**src/design/smx_pkg.sv**
```systemverilog
// ----------------------------------------------------------------------------
// smx_pkg: shared types and constants of the stack machine executor
// Instruction header codes, primitive codes, status codes and the divider
// request bundle.
// ----------------------------------------------------------------------------
`timescale 1ns / 1ps
`default_nettype none

package smx_pkg;

	localparam int WORD_W   = 32;
	localparam int OP_W     = 2;
	localparam int VALUE_W  = 30;
	localparam int DEPTH_W  = 11;
	localparam int STATUS_W = 3;

	// instruction headers
	localparam logic [OP_W-1:0] OP_PUSH_POS = 2'd0;
	localparam logic [OP_W-1:0] OP_PRIM     = 2'd1;
	localparam logic [OP_W-1:0] OP_PUSH_NEG = 2'd2;
	localparam logic [OP_W-1:0] OP_PRIM_ALT = 2'd3;

	// primitive codes
	localparam logic [VALUE_W-1:0] PRIM_HALT = 30'd0;
	localparam logic [VALUE_W-1:0] PRIM_ADD  = 30'd1;
	localparam logic [VALUE_W-1:0] PRIM_SUB  = 30'd2;
	localparam logic [VALUE_W-1:0] PRIM_MUL  = 30'd3;
	localparam logic [VALUE_W-1:0] PRIM_DIV  = 30'd4;

	// status codes
	localparam logic [STATUS_W-1:0] ST_OK        = 3'd0;
	localparam logic [STATUS_W-1:0] ST_IGNORED   = 3'd1;
	localparam logic [STATUS_W-1:0] ST_UNDERFLOW = 3'd2;
	localparam logic [STATUS_W-1:0] ST_OVERFLOW  = 3'd3;
	localparam logic [STATUS_W-1:0] ST_DIVZERO   = 3'd4;

	// request to the iterative divider
	typedef struct packed {
		logic              start;
		logic [WORD_W-1:0] dividend;
		logic [WORD_W-1:0] divisor;
	} div_req_t;

endpackage

`default_nettype wire

```
**src/design/smx_div.sv**
```systemverilog
// ----------------------------------------------------------------------------
// smx_div: iterative signed divider
// Restoring division on magnitudes, one quotient bit per cycle, truncating
// toward zero. Quotient valid while done is high.
// ----------------------------------------------------------------------------
`timescale 1ns / 1ps
`default_nettype none

module smx_div (
	input  wire logic                          clk,
	input  wire logic                          arst_n,
	input  wire smx_pkg::div_req_t             req,
	output logic                               done,
	output logic [smx_pkg::WORD_W-1:0]         quotient
);

	localparam int W  = smx_pkg::WORD_W;
	localparam int SW = $clog2(W);

	logic          busy_q;
	logic          done_q;
	logic [SW-1:0] step_q;
	logic [W-1:0]  rem_q;
	logic [W-1:0]  quo_q;
	logic [W-1:0]  dvs_q;
	logic          neg_q;

	logic [W:0]    shifted;
	logic [W+1:0]  diff;
	logic [W-1:0]  mag_a;
	logic [W-1:0]  mag_b;

	// operand magnitudes and one trial subtraction
	always_comb begin
		mag_a   = req.dividend[W-1] ? (W'(0) - req.dividend) : req.dividend;
		mag_b   = req.divisor[W-1] ? (W'(0) - req.divisor) : req.divisor;
		shifted = {rem_q, quo_q[W-1]};
		diff    = {1'b0, shifted} - {2'b00, dvs_q};
	end

	// control: start, count steps, flag completion
	always_ff @(posedge clk or negedge arst_n) begin
		if (!arst_n) begin
			busy_q <= 1'b0;
			done_q <= 1'b0;
			step_q <= '0;
		end else if (req.start) begin
			busy_q <= 1'b1;
			done_q <= 1'b0;
			step_q <= '0;
		end else if (busy_q) begin
			step_q <= step_q + SW'(1);
			if (step_q == SW'(W - 1)) begin
				busy_q <= 1'b0;
				done_q <= 1'b1;
			end else begin
				done_q <= 1'b0;
			end
		end else begin
			done_q <= 1'b0;
		end
	end

	// datapath: load magnitudes, shift in one quotient bit per cycle
	always_ff @(posedge clk) begin
		if (req.start) begin
			rem_q <= '0;
			quo_q <= mag_a;
			dvs_q <= mag_b;
			neg_q <= req.dividend[W-1] ^ req.divisor[W-1];
		end else if (busy_q) begin
			if (!diff[W+1]) begin
				rem_q <= diff[W-1:0];
				quo_q <= {quo_q[W-2:0], 1'b1};
			end else begin
				rem_q <= shifted[W-1:0];
				quo_q <= {quo_q[W-2:0], 1'b0};
			end
		end
	end

	assign done     = done_q;
	assign quotient = neg_q ? (W'(0) - quo_q) : quo_q;

endmodule

`default_nettype wire

```
**config.mk**
```make
export PLATFORM = sky130hd
export DESIGN_NAME = smx_div
export DESIGN_NICKNAME = d
export VERILOG_FILES = /design/src/design/smx_pkg.sv /design/src/design/smx_div.sv
export SDC_FILE = /design/constraint.sdc
export NUM_CORES = 1
export LEC_CHECK = 0
export BUFFER_PORTS_ARGS = -buffer_cell sky130_fd_sc_hd__buf_4
export CORE_MARGIN = 3
export CORE_UTILIZATION = 40
export DETAILED_ROUTE_END_ITERATION = 10
export PLACE_DENSITY = 0.66
export SYNTH_ARGS = -nofsm -noshare
export SYNTH_HDL_FRONTEND = slang
export SYNTH_SLANG_ARGS = --single-unit
```
**constraint.sdc**
```tcl
create_clock -name clk -period 3 [get_ports clk]
set_clock_uncertainty 0.2 [all_clocks]
set_input_delay 0.15 -clock clk [delete_from_list [all_inputs] [get_ports clk]]
set_output_delay 0.15 -clock clk [all_outputs]
set_load 0.005 [all_outputs]
```
==> metrics.yaml <==
status: "finished with violations"
violations: "setup timing"
mostFrequentLayoutCells: "buf_4, nor2_1, xnor2_1, nand2_1, edfxtp_1"
core_area_sq_um: 18330
ant_nets: 0
cp_top_family: "simple AND/OR/NAND/NOR gates"
synth_seq_cells: 104
vias_per_cell: 5.365
maxSlewHeadroom_pct: 54.26
cts_num_sinks: 104
leakagePower_uw: 0.004429
end_kind: "output port"
post_drt_wl_per_cell_um: 14.87
synthDistinctLibCells: 58
die_h_um: 143.9
slowest_stage: "edfxtp_1"
required_ps: 2650
critPathKind: "reg -> out"
die-area_sq_um: 20720
power.density_nw_per_um2: 692.5
finalWorstSetupSlack_ps: -777.3
maxSlewViolCount: 0
final_common_cell: "buf_4"
nets: 1177
syn-num-nets: 954
drt_iter0_markers: 364
clockBufferDepth: 2
path_common_cell: "or4_4"
clk_latency_ps: 350
crit_buf_inv: 2
seq_area_sq_um: 2769
grt_use_total_pct: 18.16
drc: 0
grt.overflow.total: 0
n_fill_cell: 1564
fp.dieW_um: 143.9
cts_tree: "done"
ir_worst_vdd_mv: 0.4077
clk_pin_slew_ps: 80
synthArstFlopShare_pct: 6.731
vias: 7007
io_pins: 100
grt_pass1_wl_um: 30880
num_rows: 49
synth_area_sq_um: 7611
finalHoldViolCount: 0
drtPass1Iterations: 6
start_util_pct: 41.52
slowest_delay_ps: 460
cts_inserted_buffers: 9
hold_class: "in -> reg"
syn_to_final_growth_pct: 39.87
seq_area_frac_synth_pct: 36.36
cts_root_buf: "clkbuf_16"
period_share_pct: 125.9
grt_pass1_vias: 6478
rsz0062_at_grt: "true"
grt_max_degree: 91
multiInputGateArea_sq_um: 5001
max_cap_violations: 0
gp_congestion: 0.9033
cp_max_fo: 4
final_layout_size_suffix_gt1_share_pct: 29.34
avgSynthCellArea_sq_um: 8.965
cp.arrival_ps: 3430
htree_levels: 3
path_cells: "inv_2 > ha_4 > nand2b_4 > or4_4 > nor2_2 > nand2_1 > or3_4 > or4_4 > or4_4 > o31ai_4 > xnor2_1 > buf_4"
worst_setup_path_start_kind: "register"
yosys_most_used_dff: "edfxtp_1"
finalSetupViolCount: 43
n_antenna_cell: 0
antenna_found_initial: 0
synth_edf_count: 65
ys_warn_count: 0
fmax_mhz: 264.7
syn_inst: 849
fin_tns_setup_ps: -12170
fin_hold_ws_ps: 18.56
placement.io_buffers: 99
detailed_place_hpwl_um: 13840
finalWirelength_um: 19420
worst_pin_slew_ps: 686.1
finalWorstPathRequiredPeriod_ps: 3777
repair_timing:
action,CTS,global route
hold endpoints to repair,38,0
pin swaps,41,44
hold buffers,36,0
gates cloned,2,1
setup endpoints to repair,45,51
buffers inserted,11,9
resized for setup,42,65
path summary, 6_finish.rpt:
path                                 from           end  slack (ps)  depth (start not counted)
min in group asynchronous          arst_n          done         560                          3
worst min register to register  rem_q[30]     rem_q[30]         300                          2
worst min-delay path               req[4]      dvs_q[4]          20                          3
worst max-delay path             quo_q[1]  quotient[28]        -780                         12
max in group asynchronous          arst_n        busy_q        1790                          3
worst max register to register   dvs_q[1]     rem_q[18]        -200                         14
logic make-up after synthesis:
group	after synthesis	synth area share, %
simple gates	238	15.22
compound gates	233	20.20
xor+xnor	117	13.46
flops	104	36.36
buf+inv	90	4.570
fa+ha+maj	38	6.346
mux	29	3.830
final cells by class:
type	instances	area share, %
clock buffer	11	2.586
clock inverter	5	0.4114
inverter	52	1.834
multi-input combinational	655	46.98
sequential	104	26.01
tap	229	2.692
timing repair buffer	250	19.49
where the power goes:
| group | switching (uW) | internal, uW |
|---|---|---|
| clock | 565 | 676 |
| combinational | 1890 | 2130 |
| sequential | 272 | 1840 |
| total | 2730 | 4640 |
synth_stat cells, drive strengths merged (28+ instances only):
| library cell | n | area, sq um |
|---|---|---|
| nor2 | 81 | 304.0 |
| xnor2 | 73 | 639.4 |
| nand2 | 70 | 262.8 |
| edfxtp | 65 | 1952 |
| a21oi | 60 | 300.3 |
| inv | 52 | 195.2 |
| o21ai | 51 | 255.2 |
| xor2 | 44 | 385.4 |
| ha | 37 | 462.9 |
| dfxtp | 32 | 640.6 |
| clkbuf | 28 | 105.1 |
| mux2i | 28 | 280.3 |
routing by layer:
layer	share of wire (%)	wire length [um]	track usage [%]
met1	47	9215	24.94
met2	47	9093	30.70
met3	4.6	894	2.196
met4	1.1	220	4.163
met5	0	0	0
stage by stage:
| step | cell area [sq um] | power (uW) | setup WS [ps] | std cells | util (%) |
|---|---|---|---|---|---|
| floorplan | 7727 | 4263 | -247.4 | 849 | - |
| global placement | 9382 | 5395 | -421.2 | 1238 | 51.18 |
| detailed placement | 9382 | 5437 | -476.5 | 1238 | 51.18 |
| CTS | 10380 | 7136 | -836.7 | 1302 | 56.64 |
| global route | 10650 | 7880 | -918.1 | 1306 | 58.07 |
| finish | 10650 | 7371 | -777.3 | 1306 | 58.07 |
state kept, by name, indices dropped and copies added, names as in the netlist:
signal  cells
rem_q      32
busy_q      1
step_q      5
neg_q       1
dvs_q      32
done        1
quo_q      32
tightest hold or removal path, stage by stage:
cell and delay [ps]:
buf_4 90, buf_4 100, xnor2_1 110
(Power assumes the default switching activity.)
